[src/design/xfr_pkg.sv]
// Shared types, codes and the CRC-16 byte update for the XMODEM frame receiver.
`timescale 1ns / 1ps

package xfr_pkg;

  localparam logic [7:0]  SOH_BYTE = 8'h01;
  localparam logic [7:0]  STX_BYTE = 8'h02;
  localparam logic [15:0] CRC_POLY = 16'h1021;

  // Configuration register indexes (byte address is 4 * index)
  localparam logic REG_CRC_MODE = 1'b0;

  typedef enum logic [2:0] {
    KIND_DATA      = 3'd0,
    KIND_GOOD      = 3'd1,
    KIND_BAD_CHECK = 3'd2,
    KIND_BAD_NUM   = 3'd3,
    KIND_TIMEOUT   = 3'd4,
    KIND_CONTROL   = 3'd5
  } kind_e;

  typedef struct packed {
    kind_e      kind;
    logic [7:0] data_byte;
    logic [7:0] block_number;
    logic       long_frame;
  } result_t;

  // CRC-16/XMODEM, one byte, MSB first
  function automatic logic [15:0] crc16_update(logic [15:0] crc, logic [7:0] b);
    logic [15:0] c;
    c = crc ^ {b, 8'h00};
    for (int i = 0; i < 8; i++) begin
      if (c[15]) begin
        c = {c[14:0], 1'b0} ^ CRC_POLY;
      end else begin
        c = {c[14:0], 1'b0};
      end
    end
    return c;
  endfunction

endpackage

[src/design/xmodem_frame_receiver.sv]
// Top level of the XMODEM / 1K-XMODEM frame receiver with its APB mode register.
//
// Input channel: one line byte (line_byte_i) or a timeout tick (timed_out_i)
// per transfer, in_valid_i / in_stall_o. Output channel: kind_o, data_byte_o,
// block_number_o, long_frame_o per transfer, out_valid_o / out_stall_i.
// SOH opens a SHORT_PAYLOAD frame, STX a LONG_PAYLOAD frame; other idle bytes
// come out as control bytes. Each payload byte is passed out as it arrives,
// and the check byte(s) end the frame with one verdict.
// Throughput: one input transfer per cycle while in_stall_o is low; all parsing,
// the CRC-16 byte update and the sum are combinational between the frame state
// registers and the result register. A result is registered in the output
// register, or in the skid stage while the output stalls. Number, complement,
// frame-start and first CRC bytes produce no result.
// When the receiver stalls, one further result is caught in a skid stage;
// in_stall_o rises only while that stage is occupied.
// Reset leaves the parser idle, the output empty and crc_mode at 1 (CRC-16).
// Users write crc_mode (address 0) over APB only while idle; unchecked by the block.
`timescale 1ns / 1ps

module xmodem_frame_receiver import xfr_pkg::*; #(
  parameter int SHORT_PAYLOAD = 128,
  parameter int LONG_PAYLOAD  = 1024
) (
  input  logic        clk_i,
  input  logic        rst_ni,
  input  logic        in_valid_i,
  output logic        in_stall_o,
  input  logic [7:0]  line_byte_i,
  input  logic        timed_out_i,
  output logic        out_valid_o,
  input  logic        out_stall_i,
  output logic [2:0]  kind_o,
  output logic [7:0]  data_byte_o,
  output logic [7:0]  block_number_o,
  output logic        long_frame_o,
  input  logic        psel,
  input  logic        penable,
  input  logic        pwrite,
  input  logic [2:0]  paddr,
  input  logic [31:0] pwdata,
  output logic [31:0] prdata,
  output logic        pready
);

  logic    crc_mode_q;
  logic    in_fire;
  logic    res_valid;
  logic    full;
  result_t res;
  result_t out;

  assign pready = 1'b1;

  always_ff @(posedge clk_i or negedge rst_ni) begin
    if (!rst_ni) begin
      crc_mode_q <= 1'b1;
    end else if (psel && penable && pwrite && pready && paddr[2] == REG_CRC_MODE) begin
      crc_mode_q <= pwdata[0];
    end
  end

  assign prdata = (paddr[2] == REG_CRC_MODE) ? {31'd0, crc_mode_q} : 32'd0;

  assign in_stall_o = full;
  assign in_fire    = in_valid_i && !full;

  xfr_fsm #(
    .SHORT_PAYLOAD(SHORT_PAYLOAD),
    .LONG_PAYLOAD (LONG_PAYLOAD)
  ) u_fsm (
    .clk_i      (clk_i),
    .rst_ni     (rst_ni),
    .in_fire_i  (in_fire),
    .line_byte_i(line_byte_i),
    .timed_out_i(timed_out_i),
    .crc_mode_i (crc_mode_q),
    .res_valid_o(res_valid),
    .res_o      (res)
  );

  xfr_out u_out (
    .clk_i      (clk_i),
    .rst_ni     (rst_ni),
    .res_valid_i(res_valid),
    .res_i      (res),
    .full_o     (full),
    .out_valid_o(out_valid_o),
    .out_stall_i(out_stall_i),
    .out_o      (out)
  );

  assign kind_o         = out.kind;
  assign data_byte_o    = out.data_byte;
  assign block_number_o = out.block_number;
  assign long_frame_o   = out.long_frame;

endmodule

[src/design/xfr_fsm.sv]
// Frame parser: phase tracking, running checks and per-byte result decode.
`timescale 1ns / 1ps

module xfr_fsm import xfr_pkg::*; #(
  parameter int SHORT_PAYLOAD = 128,
  parameter int LONG_PAYLOAD  = 1024
) (
  input  logic       clk_i,
  input  logic       rst_ni,
  input  logic       in_fire_i,
  input  logic [7:0] line_byte_i,
  input  logic       timed_out_i,
  input  logic       crc_mode_i,
  output logic       res_valid_o,
  output result_t    res_o
);

  localparam int MaxPay = (SHORT_PAYLOAD > LONG_PAYLOAD) ? SHORT_PAYLOAD : LONG_PAYLOAD;
  localparam int CntW   = $clog2(MaxPay + 1);
  localparam logic [CntW-1:0] ShortSize = CntW'(SHORT_PAYLOAD);
  localparam logic [CntW-1:0] LongSize  = CntW'(LONG_PAYLOAD);

  typedef enum logic [2:0] {
    PH_IDLE    = 3'd0,
    PH_NUMBER  = 3'd1,
    PH_COMPL   = 3'd2,
    PH_PAYLOAD = 3'd3,
    PH_CHECK1  = 3'd4,
    PH_CHECK2  = 3'd5
  } phase_e;

  phase_e          phase_q, phase_d;
  logic [CntW-1:0] byte_count_q, byte_count_d;
  logic            is_long_q, is_long_d;
  logic [7:0]      number_q, number_d;
  logic [7:0]      compl_q, compl_d;
  logic [15:0]     crc_q, crc_d;
  logic [7:0]      sum_q, sum_d;
  logic [7:0]      crc_high_q, crc_high_d;

  logic [CntW-1:0] frame_size;
  logic [CntW-1:0] count_inc;
  logic            check_ok;
  logic            emit;
  result_t         res;

  assign frame_size = is_long_q ? LongSize : ShortSize;
  assign count_inc  = byte_count_q + CntW'(1);

  always_comb begin
    phase_d      = phase_q;
    byte_count_d = byte_count_q;
    is_long_d    = is_long_q;
    number_d     = number_q;
    compl_d      = compl_q;
    crc_d        = crc_q;
    sum_d        = sum_q;
    crc_high_d   = crc_high_q;
    emit         = 1'b0;
    check_ok     = 1'b0;
    res          = '{kind: KIND_DATA, data_byte: 8'h00, block_number: number_q,
                     long_frame: is_long_q};

    if (phase_q == PH_IDLE) begin
      if (!timed_out_i) begin
        if (line_byte_i == SOH_BYTE || line_byte_i == STX_BYTE) begin
          is_long_d    = (line_byte_i == STX_BYTE);
          phase_d      = PH_NUMBER;
          byte_count_d = '0;
          number_d     = '0;
          compl_d      = '0;
          crc_d        = '0;
          sum_d        = '0;
          crc_high_d   = '0;
        end else begin
          emit = 1'b1;
          res  = '{kind: KIND_CONTROL, data_byte: line_byte_i, block_number: 8'h00,
                   long_frame: 1'b0};
        end
      end
    end else if (timed_out_i) begin
      emit     = 1'b1;
      res.kind = KIND_TIMEOUT;
      phase_d  = PH_IDLE;
    end else begin
      case (phase_q)
        PH_NUMBER: begin
          number_d = line_byte_i;
          phase_d  = PH_COMPL;
        end
        PH_COMPL: begin
          compl_d      = line_byte_i;
          byte_count_d = '0;
          phase_d      = (frame_size == '0) ? PH_CHECK1 : PH_PAYLOAD;
        end
        PH_PAYLOAD: begin
          crc_d = crc16_update(crc_q, line_byte_i);
          sum_d = sum_q + line_byte_i;
          if (count_inc >= frame_size) begin
            byte_count_d = '0;
            phase_d      = PH_CHECK1;
          end else begin
            byte_count_d = count_inc;
          end
          emit          = 1'b1;
          res.data_byte = line_byte_i;
        end
        PH_CHECK1: begin
          if (crc_mode_i) begin
            crc_high_d = line_byte_i;
            phase_d    = PH_CHECK2;
          end else begin
            emit     = 1'b1;
            check_ok = (line_byte_i == sum_q);
            phase_d  = PH_IDLE;
          end
        end
        PH_CHECK2: begin
          emit     = 1'b1;
          check_ok = ({crc_high_q, line_byte_i} == crc_q);
          phase_d  = PH_IDLE;
        end
        default: begin
          phase_d = PH_IDLE;
        end
      endcase
      // verdict: a bad check outranks a bad block number
      if (emit && phase_q != PH_PAYLOAD) begin
        if (!check_ok) begin
          res.kind = KIND_BAD_CHECK;
        end else if (compl_q != ~number_q) begin
          res.kind = KIND_BAD_NUM;
        end else begin
          res.kind = KIND_GOOD;
        end
      end
    end
  end

  always_ff @(posedge clk_i or negedge rst_ni) begin
    if (!rst_ni) begin
      phase_q      <= PH_IDLE;
      byte_count_q <= '0;
      is_long_q    <= 1'b0;
      number_q     <= '0;
      compl_q      <= '0;
      crc_q        <= '0;
      sum_q        <= '0;
      crc_high_q   <= '0;
    end else if (in_fire_i) begin
      phase_q      <= phase_d;
      byte_count_q <= byte_count_d;
      is_long_q    <= is_long_d;
      number_q     <= number_d;
      compl_q      <= compl_d;
      crc_q        <= crc_d;
      sum_q        <= sum_d;
      crc_high_q   <= crc_high_d;
    end
  end

  assign res_valid_o = in_fire_i & emit;
  assign res_o       = res;

`ifndef NO_ASSERTIONS
  a_timeout_idles: assert property (@(posedge clk_i) disable iff (!rst_ni)
    in_fire_i && timed_out_i |=> phase_q == PH_IDLE)
    else $error("timeout transfer did not return to idle");

  a_data_in_payload: assert property (@(posedge clk_i) disable iff (!rst_ni)
    res_valid_o && res_o.kind == KIND_DATA |-> phase_q == PH_PAYLOAD)
    else $error("payload byte emitted outside payload phase");

  a_count_bound: assert property (@(posedge clk_i) disable iff (!rst_ni)
    phase_q == PH_PAYLOAD |-> byte_count_q < frame_size)
    else $error("payload byte count ran past frame size");
`endif

endmodule

[src/design/xfr_out.sv]
// Result register with a skid stage so the input side never waits on a stall edge.
`timescale 1ns / 1ps

module xfr_out import xfr_pkg::*; (
  input  logic    clk_i,
  input  logic    rst_ni,
  input  logic    res_valid_i,
  input  result_t res_i,
  output logic    full_o,
  output logic    out_valid_o,
  input  logic    out_stall_i,
  output result_t out_o
);

  logic    out_valid_q;
  logic    skid_valid_q;
  result_t out_q;
  result_t skid_q;
  logic    out_free;

  assign out_free = !out_valid_q || !out_stall_i;

  always_ff @(posedge clk_i or negedge rst_ni) begin
    if (!rst_ni) begin
      out_valid_q  <= 1'b0;
      skid_valid_q <= 1'b0;
    end else if (out_free) begin
      out_valid_q  <= skid_valid_q | res_valid_i;
      skid_valid_q <= 1'b0;
    end else if (res_valid_i) begin
      skid_valid_q <= 1'b1;
    end
  end

  always_ff @(posedge clk_i) begin
    if (out_free) begin
      out_q <= skid_valid_q ? skid_q : res_i;
    end else if (res_valid_i) begin
      skid_q <= res_i;
    end
  end

  assign full_o      = skid_valid_q;
  assign out_valid_o = out_valid_q;
  assign out_o       = out_q;

`ifndef NO_ASSERTIONS
  a_skid_behind_out: assert property (@(posedge clk_i) disable iff (!rst_ni)
    skid_valid_q |-> out_valid_q)
    else $error("skid holds a result while output register is empty");

  a_no_overrun: assert property (@(posedge clk_i) disable iff (!rst_ni)
    res_valid_i |-> !skid_valid_q)
    else $error("result arrived while skid stage full");
`endif

endmodule

[config.mk]
export PLATFORM = sky130hd
export DESIGN_NAME = xmodem_frame_receiver
export DESIGN_NICKNAME = d
export VERILOG_FILES = /design/src/design/xfr_pkg.sv /design/src/design/xmodem_frame_receiver.sv /design/src/design/xfr_fsm.sv /design/src/design/xfr_out.sv
export SDC_FILE = /design/constraint.sdc
export NUM_CORES = 1
export LEC_CHECK = 0
export BUFFER_PORTS_ARGS = -buffer_cell sky130_fd_sc_hd__buf_2
export CAP_MARGIN = 0
export CELL_PAD_IN_SITES_DETAIL_PLACEMENT = 0
export CELL_PAD_IN_SITES_GLOBAL_PLACEMENT = 1
export CORE_ASPECT_RATIO = 1.75
export CORE_UTILIZATION = 29
export CTS_CLUSTER_SIZE = 10
export DETAILED_ROUTE_END_ITERATION = 6
export PLACE_DENSITY = 0.55
export SLEW_MARGIN = 20
export SYNTH_ARGS = -nofsm -noshare
export SYNTH_HDL_FRONTEND = slang
export SYNTH_HIERARCHICAL = 1
export SYNTH_SLANG_ARGS = --single-unit
[constraint.sdc]
create_clock -name clk_i -period 3.75 [get_ports clk_i]
set_clock_uncertainty 0.1 [all_clocks]
set_input_delay 0.75 -clock clk_i [delete_from_list [all_inputs] [get_ports clk_i]]
set_output_delay 0.75 -clock clk_i [all_outputs]
set_load 0.02 [all_outputs]
* Word level (Yosys, flattened, before mapping)
Index checks and enable logic that the tools add are counted.
Widths: inputs -> output; s select.
** Word-level totals
- Bits in registers :: 106
- Output and inout port bits :: 55
- Logic and storage cells :: 169
** Cells by class
- $add $sub $neg :: 2
- Order comparisons :: 1
- Equality and inequality tests :: 14
- Mux-type cells :: 90
- Bitwise gates (word level) :: 15
- Reductions and logical operators :: 28
** Operators by type and width (count)
- $mux 16 :: 26
- $mux 8 :: 17
- $mux 13 :: 8
- $mux 11 :: 7
- $mux 20 :: 3
- $mux 3 :: 9
- $not 3->3 :: 8
- $reduce_and 4->1 :: 6
- $pmux 11 s2 :: 1
- $eq 16x16->1 :: 1
- $xor 16x16->16 :: 1
- $mux 1 :: 13
- $pmux 3 s4 :: 1
- $reduce_bool 2->1 :: 6
- $add 11x1->11 const B :: 1
- $ge 11x11->1 :: 1
- $logic_not 11->1 :: 1
- $mux 9 :: 1
- $add 8x8->8 :: 1
- $eq 8x1->1 const B :: 1
- $eq 8x2->1 const B :: 1
- $eq 8x8->1 :: 1
- $ne 8x8->1 :: 1
- $not 8->8 :: 1
- 19 further kinds :: 33

* Depth between registers and ports, before layout
Gate-level depths: netlist (run 1).
- Word-level depth :: 41
- Mapped depth :: 13
- Mapped depth without buffers :: 12

* Modules after synthesis
The synthesis (run 1) kept the hierarchy.
** By module, submodules not included
- xfr_fsm :: instances 1, cells each 402, area an instance 3923.8 um2, sequential area each 1576.5 um2
- xfr_out :: instances 1, cells each 68, area an instance 1527.7 um2, sequential area each 1251.2 um2
- xmodem_frame_receiver :: instances 1, cells each 39, area an instance 309.0 um2, sequential area each 26.3 um2

* Worst setup path after synthesis (run 1)
Ideal clock, no wire load.
- Kind :: in2reg
- Start point :: input port line_byte_i[1]
- End point :: register u_out/skid_q[0] (netlist bit), enable pin
- Setup time :: 0.378 ns
- Arrival :: 2.619 ns
- Required time :: 3.272 ns
- Setup slack :: 0.653 ns
- Stages on the path :: 8
- Cells stage by stage :: clkbuf_1 > xnor2_1 > nor4_4 > nor3_1 > clkbuf_1 > nor2_1 > nor2_1 > and3_1
** Between the ends
- Word-level cells in the longest chain between the ends :: 7
- Elaborated cells between the ends (all ways) :: 8
- Classes of those cells :: 2 x eq/ne; 3 x mux; 1 x bitwise; 2 x reduce/logical
** Ends and longest elaborated chain
- start: declaration :: RTL line xmodem_frame_receiver.sv:28 : input logic [7:0] line_byte_i,
- $eq 8x1->1 or $eq 8x2->1 (tied branches) :: RTL line xfr_fsm.sv:66 : if (line_byte_i == SOH_BYTE || line_byte_i == STX_BYTE) begin
- $logic_or 1x1->1 * :: RTL line xfr_fsm.sv:66
- $mux 1 * :: RTL line xfr_fsm.sv:66
- $mux 1 * :: RTL line xfr_fsm.sv:65 : if (!timed_out_i) begin
- $mux 1 * :: RTL line xfr_fsm.sv:64 : if (phase_q == PH_IDLE) begin
- $and 1x1->1 * :: RTL line xfr_fsm.sv:162 : assign res_valid_o = in_fire_i & emit;
- named net res_valid :: RTL line xmodem_frame_receiver.sv:47 : logic res_valid;
- $reduce_and 2->1 (no source line) *
- end signal: assignment :: RTL line xfr_out.sv:39 : skid_q <= res_i;
- end: declaration :: RTL line xfr_out.sv:18 : result_t skid_q;
The timed path passes the listed nets; every way through them passes the cells marked *.
A chain may end at the register's enable or synchronous reset.

* Worst setup path in the final report (run 1)
- Start point :: register u_fsm.byte_count_q[0]
- End point :: register u_fsm.phase_q[1]
** Between the ends
- Word-level cells in the longest chain between the ends :: 4
** Ends and longest elaborated chain
- start: declaration :: RTL line xfr_fsm.sv:33 : logic [CntW-1:0] byte_count_q, byte_count_d;
- start signal: assignment :: RTL line xfr_fsm.sv:152 : byte_count_q <= byte_count_d;
- $add 11x1->11 :: RTL line xfr_fsm.sv:48 : assign count_inc = byte_count_q + CntW'(1);
- $ge 11x11->1 :: RTL line xfr_fsm.sv:99 : if (count_inc >= frame_size) begin
- $ne 4x2->1 (no source line)
- $reduce_and 4->1 (no source line)
- end signal: assignment :: RTL line xfr_fsm.sv:151 : phase_q <= phase_d;
- end: declaration :: RTL line xfr_fsm.sv:32 : phase_e phase_q, phase_d;
No other way between the ends.

==> reports/qor.csv, run 1 <==
metric,value,unit
cts_tree,yes,
fin_nets,618,
rr_startpoint,u_fsm/byte_count_q[0]$_DFFE_PN0P_,
maxCapViolCount,0,
postCtsSetupRepairBufs,0,
grt_first_pass_wirelength,20900,µm
crit_slowest_cell,o31a_1,
initial_core_util,29.9,%
totalWireLength,12800,µm
crit_chain,ha_1 -> nand3_1 -> nor3_1 -> nand2_1 -> xnor2_1 -> ha_1 -> nand4_1 -> a221oi_1 -> nand3_1 -> o31a_1 -> nand2_1 -> o221ai_1,
nFillCells,2007,
synth_flop_cell,dfrtp_1,
grt_antenna_before_repair,0,
drive_gt1_share,23.0,%
slew_viol_final,0,
first_pass_iters,4,
cts_resized,0,
ir_drop,0.198,mV
power,0.00465,W
rrSetupSlack,370,ps
endpoint_kind,flip-flop,
drc,0,
async_reset_ff_share,62.3,%
hold_path.class,input port to asynchronous set/reset pin,
grt_usage,13.6,%
grt-ovfl-total,0,
syn_area,0.00576,mm²
rows,67,
period_needed,3380,ps
post_drt_wl_per_cell,15.9,µm
switchingPower,0.00172,W
finalSetupTns,0,ps
p_leak,2.81,nW
rsz0062_at_grt,no,
max_stage_delay,470,ps
dpl_cell_area,0.00615,mm²
cts_num_sinks,106,
critPathKind,flip-flop to flip-flop,
yosysMostFrequentCell,dfrtp_1,
crit_end,u_fsm/phase_q[1]$_DFFE_PN0P_,
yosys-top-cells-area,"dfrtp_1, edfxtp_1, mux2_2",
placedCellCount,786,
fmax,296,MHz
slew_headroom,35.9,%
ant_nets,0,
ioPinCount,106,
drtIter0Drc,209,
synth_commonest_cells,"dfrtp_1, mux2_2, edfxtp_1, xor2_1, buf_4",
critical_path.top_delay_family,simple AND/OR/NAND/NOR gates,
die_x,109,µm
cp.required,3860,ps
vias_per_cell,4.71,
gp_congestion,0.761,
intPower,0.00292,W
clkPwrFrac,20.2,%
hpwl,9720,µm
cts_buffers,9,
critPathBufInv,0,
power_density,721,mW/mm²
cts_max_level,3,
cts_root_buf,clkbuf_16,
ys_seq_area_share,49.5,%
setup.worst_path.start,u_fsm/byte_count_q[0]$_DFFE_PN0P_,
die_h,188,µm
final_cell_area,0.00645,mm²
vias,3781,
rr_worst_depth,12,
first_global_vias,3828,
worstPathMaxFanout,11,
diodes,0,
combPwrFrac,37.5,%
period_share,90.1,%
areaGrowthSynthToFinish,12.0,%
critPathArrivalTime,3490,ps
clkTransAtPathRegs,70,ps
r2r_end,u_fsm/phase_q[1]$_DFFE_PN0P_,
synth_edf_count,40,
seqPwrFrac,42.3,%
yosysUniqueCellTypes,60,
yosys_warnings,6,
worstMarginPinSlew,953,ps
whs,242,ps
stdcell_count,802,
final-setup-viol-count,0,
syn_inst,509,
portBuffers,40,
crit_cells,12,
switching_share,37.1,%
avgSynthCellArea,11.3,µm²
dieArea,0.0205,mm²
start_kind,flip-flop,
synth_seq_cells,106,
synth.top_cell.area_share,28.2,%
coreArea,0.0193,mm²
grt_max_degree,31,
netlist.top_cell.by_area,dfrtp_1,
hold_buffers,0,
finalHoldViolCount,0,
clock_path_buffers,2,
status,"complete, no violations",
clock_latency,350,ps
## flip-flops by register name (all words and copies together), names as in the netlist
register,flops
u_out/skid_q,20
crc_mode_q,1
u_fsm/number_q,8
u_out/out_o,20
u_fsm/sum_q,8
u_fsm/phase_q,3
u_fsm/is_long_q,1
u_out/full_o,1
u_out/out_valid_o,1
u_fsm/byte_count_q,11
u_fsm/crc_high_q,8
u_fsm/crc_q,16
u_fsm/compl_q,8
## cell type report
class / count / area, µm² / share of cell area [%]
inverter: 17 / 63.8 / 0.989
clock inverter: 5 / 42.5 / 0.660
tap: 241 / 302 / 4.68
sequential: 106 / 2850 / 44.2
timing repair buffer: 57 / 328 / 5.08
multi-input combinational: 365 / 2610 / 40.4
clock buffer: 11 / 253 / 3.92
## worst register-to-register path, cell delays in order, from the launching register on
cell and delay, ps:
dfrtp_1 460, ha_1 250, nand3_1 210, nor3_1 320, nand2_1 110, xnor2_1 160
ha_1 320, nand4_1 100, a221oi_1 260, nand3_1 110, o31a_1 470, nand2_1 220
o221ai_1 150
## per-layer routing
metal,GRT usage (%),vias to the layer above,routed length [µm]
met3,1.76,8,314
met5,0,-,0
met1,15.4,1866,5040
met4,5.82,0,218
li1,-,1834,-
met2,25.0,73,7190
## power by group through the flow
| stage | sequential, W | clock (W) | combinational (W) |
|---|---|---|---|
| after floorplan | 0.00204 | 0 | 0.00126 |
| after global placement | 0.00198 | 0 | 0.00174 |
| after detailed placement | 0.00200 | 0 | 0.00176 |
| after CTS | 0.00197 | 0.000980 | 0.00177 |
| after global routing | 0.00203 | 0.00102 | 0.00195 |
| final | 0.00197 | 0.000940 | 0.00174 |
## cell families (layout without fill, tap and decap cells)
family	after synthesis	in the layout	share of synthesized area, %
AND/OR/NAND/NOR	140	140	13.7
flip-flops	106	106	49.5
AO/OA/AOI/OAI	78	78	9.10
buffers and inverters	68	90	7.15
XOR/XNOR	57	57	8.67
multiplexers	47	47	9.19
adder cells (fa/ha/maj)	11	11	2.52
other	2	32	0.130
## worst min-delay path by stage
stage / start / endpoint / slack, ps / depth (start not counted)
after floorplan: rst_ni / u_fsm/byte_count_q[0]$_DFFE_PN0P_ / 350 / 0
after detailed placement: u_fsm/sum_q[4]$_DFFE_PN0P_ / u_fsm/sum_q[4]$_DFFE_PN0P_ / 380 / 2
final: rst_ni / u_out/out_valid_o$_DFFE_PN0P_ / 240 / 1
after global routing: rst_ni / u_out/out_valid_o$_DFFE_PN0P_ / 270 / 1
after global placement: u_fsm/sum_q[4]$_DFFE_PN0P_ / u_fsm/sum_q[4]$_DFFE_PN0P_ / 370 / 2
after CTS: rst_ni / u_out/out_valid_o$_DFFE_PN0P_ / 250 / 1
## cells in the final DEF, fill, tap and decap left out, drive strengths merged, types with 4 or more instances in the layout
cell,n
nor2,20
nor4,5
buf,57
a22o,6
xnor2,22
o21ai,28
clkbuf,11
ha,10
inv,20
nand3,11
nor3,11
dfrtp,65
a21o,4
conb,32
a21oi,4
and2,15
edfxtp,40
mux2,47
nand2b,8
xor2,35
nand4,7
nor2b,14
a31oi,6
o22ai,6
or3,6
nand2,32
## through the flow
step,setup slack [ps],util [%]
CTS,355,33.5
floorplan,653,-
detailed placement,367,31.9
global route,39.3,33.5
finish,372,33.5
global placement,418,31.9
Note: power is estimated with default switching activity, not from simulation.
==> run 2, diff against run 1 <==
--- a/config.mk
+++ b/config.mk
@@ -17,5 +17,4 @@
 export SLEW_MARGIN = 20
 export SYNTH_ARGS = -nofsm -noshare
 export SYNTH_HDL_FRONTEND = slang
-export SYNTH_HIERARCHICAL = 1
 export SYNTH_SLANG_ARGS = --single-unit
==> run 2 against run 1 <==
Clock power shrank 3.5%. Hold slack gained 150 ps. Global-route usage rose by 0.28 points. Wire length up 3.1%. Via count rose by 4.2%. Total power up 4.4%. Highest routed layer unchanged.
==> reports/qor.csv, run 2 <==
metric,value,unit
synth_edf_count,40,
first_pass_iters,4,
period_share,84.6,%
period_needed,3170,ps
hold_depth,2,
finalHoldViolCount,0,
yosysUniqueCellTypes,53,
placedCellCount,814,
cts_root_buf,clkbuf_16,
whs,395,ps
synth.top_cell.area_share,28.3,%
clock_path_buffers,2,
synth_flop_cell,dfrtp_1,
die_x,108,µm
post_drt_wl_per_cell,15.9,µm
cts_buffers,9,
portBuffers,40,
final_cell_area,0.00640,mm²
yosys_warnings,0,
power,0.00485,W
maxCapViolCount,0,
top_layer,met4,
wl_met2,6940,µm
final_common_cell,nand2_1,
start_kind,flip-flop,
grt_first_pass_wirelength,21400,µm
first_global_vias,3987,
syn_inst,546,
hpwl,9590,µm
fmax,315,MHz
yosysMostFrequentCell,nand2_1,
drive_gt1_share,17.7,%
rows,67,
gp_congestion,0.778,
critPathArrivalTime,3360,ps
synth_commonest_cells,"nand2_1, dfrtp_1, edfxtp_1, xnor2_1, buf_4",
endpoint_kind,flip-flop,
die_h,188,µm
syn_area,0.00574,mm²
cts_num_sinks,106,
worstPathMaxFanout,10,
netlist.top_cell.by_area,dfrtp_1,
hold_path.class,flip-flop to flip-flop,
cp.required,3940,ps
grt_max_degree,67,
clkTransAtPathRegs,70,ps
vias_per_cell,4.75,
grt_usage,13.9,%
hold_buffers,0,
yosys-top-cells-area,"dfrtp_1, edfxtp_1, xnor2_1",
postCtsSetupRepairBufs,0,
ir_drop,0.229,mV
coreArea,0.0193,mm²
ys_seq_area_share,49.7,%
status,"complete, no violations",
avgSynthCellArea,10.5,µm²
async_reset_ff_share,62.3,%
drc,0,
power_density,758,mW/mm²
initial_core_util,29.8,%
rsz0062_at_grt,no,
slew_viol_final,0,
critPathKind,flip-flop to flip-flop,
diodes,0,
fin_nets,646,
stdcell_count,830,
areaGrowthSynthToFinish,11.4,%
rr_worst_depth,11,
mostFrequentLayoutCells,"nand2_1, dfrtp_1, buf_2, edfxtp_1, xnor2_1",
dieArea,0.0204,mm²
drtIter0Drc,119,
ant_nets,0,
finalSetupTns,0,ps
met3_length,342,µm
cts_resized,0,
slew_headroom,39.0,%
grt-ovfl-total,0,
cts_max_level,3,
final-setup-viol-count,0,
clock_latency,350,ps
dpl_cell_area,0.00612,mm²
ioPinCount,106,
synth_seq_cells,106,
vias,3939,
totalWireLength,13200,µm
drt-met1-wl,5620,µm
p_leak,2.70,nW
worstMarginPinSlew,915,ps
cts_tree,yes,
grt_antenna_before_repair,0,
-- run 2: cell count changes in the layout (fill, tap and decap cells not counted), sizes merged, moves of 10 or more --
cell   delta
xor2     -14
nor2b    -10
o21ai    +15
nand2    +37
xnor2    +16
mux2     -26
-- run 2: layout make-up --
class | instances | area [µm²]
Fill cell | 2025 | 12900
Clock buffer | 9 | 225
Multi-Input combinational cell | 393 | 2580
Clock inverter | 7 | 50.0
Tap cell | 241 | 302
Timing Repair Buffer | 56 | 320
Inverter | 18 | 67.6
Sequential cell | 106 | 2850
-- run 2: per-stage QoR --
step	worst slack [ps]	utilization, %
after detailed placement	597	31.8
after global placement	611	31.8
after global routing	331	33.2
after CTS	559	33.2
final	578	33.2
after floorplan	58.7	-
-- run 2: path summary, 6_finish.rpt --
check	startpoint	to	slack [ps]
max	u_fsm.byte_count_q[0]$_DFFE_PN0P_	u_fsm.byte_count_q[9]$_DFFE_PN0P_	580
min	u_fsm.sum_q[6]$_DFFE_PN0P_	u_fsm.sum_q[6]$_DFFE_PN0P_	390
max reg2reg	u_fsm.byte_count_q[0]$_DFFE_PN0P_	u_fsm.byte_count_q[9]$_DFFE_PN0P_	580
min reg2reg	u_fsm.sum_q[6]$_DFFE_PN0P_	u_fsm.sum_q[6]$_DFFE_PN0P_	390
max in group asynchronous	rst_ni	u_fsm.crc_high_q[7]$_DFFE_PN0P_	2450
min in group asynchronous	rst_ni	u_out.full_o$_DFFE_PN0P_	490
-- run 2: cell families after synthesis --
kind of cell | after synthesis | share of synthesized area [%]
buffers and inverters | 77 | 7.45
AND/OR/NAND/NOR | 172 | 15.6
adder cells (fa/ha/maj) | 11 | 2.53
AO/OA/AOI/OAI | 98 | 11.5
other | 2 | 0.131
flip-flops | 106 | 49.7
multiplexers | 21 | 4.12
XOR/XNOR | 59 | 9.00
-- run 2: worst max-delay path, stage by stage (launching register included) --
cell and delay (ps):
dfrtp_1 440, ha_1 220, and2_1 270, and3_4 240
nand2_1 80, xnor2_1 200, ha_1 280, o2111ai_1 170
a2111oi_4 100, nor4_4 470, and2_1 370, a22o_1 180
-- run 2: layer usage --
metal | track usage (%) | vias to the layer above
met5 | 0 | -
met4 | 5.56 | 0
met3 | 1.63 | 13
met2 | 25.3 | 88
met1 | 16.1 | 1912
li1 | - | 1926
-- run 2: power by group --
part	switching (W)	internal [W]
clock	0.000451	0.000456
sequential	0.000277	0.00167
combinational	0.00116	0.000833
total	0.00189	0.00296
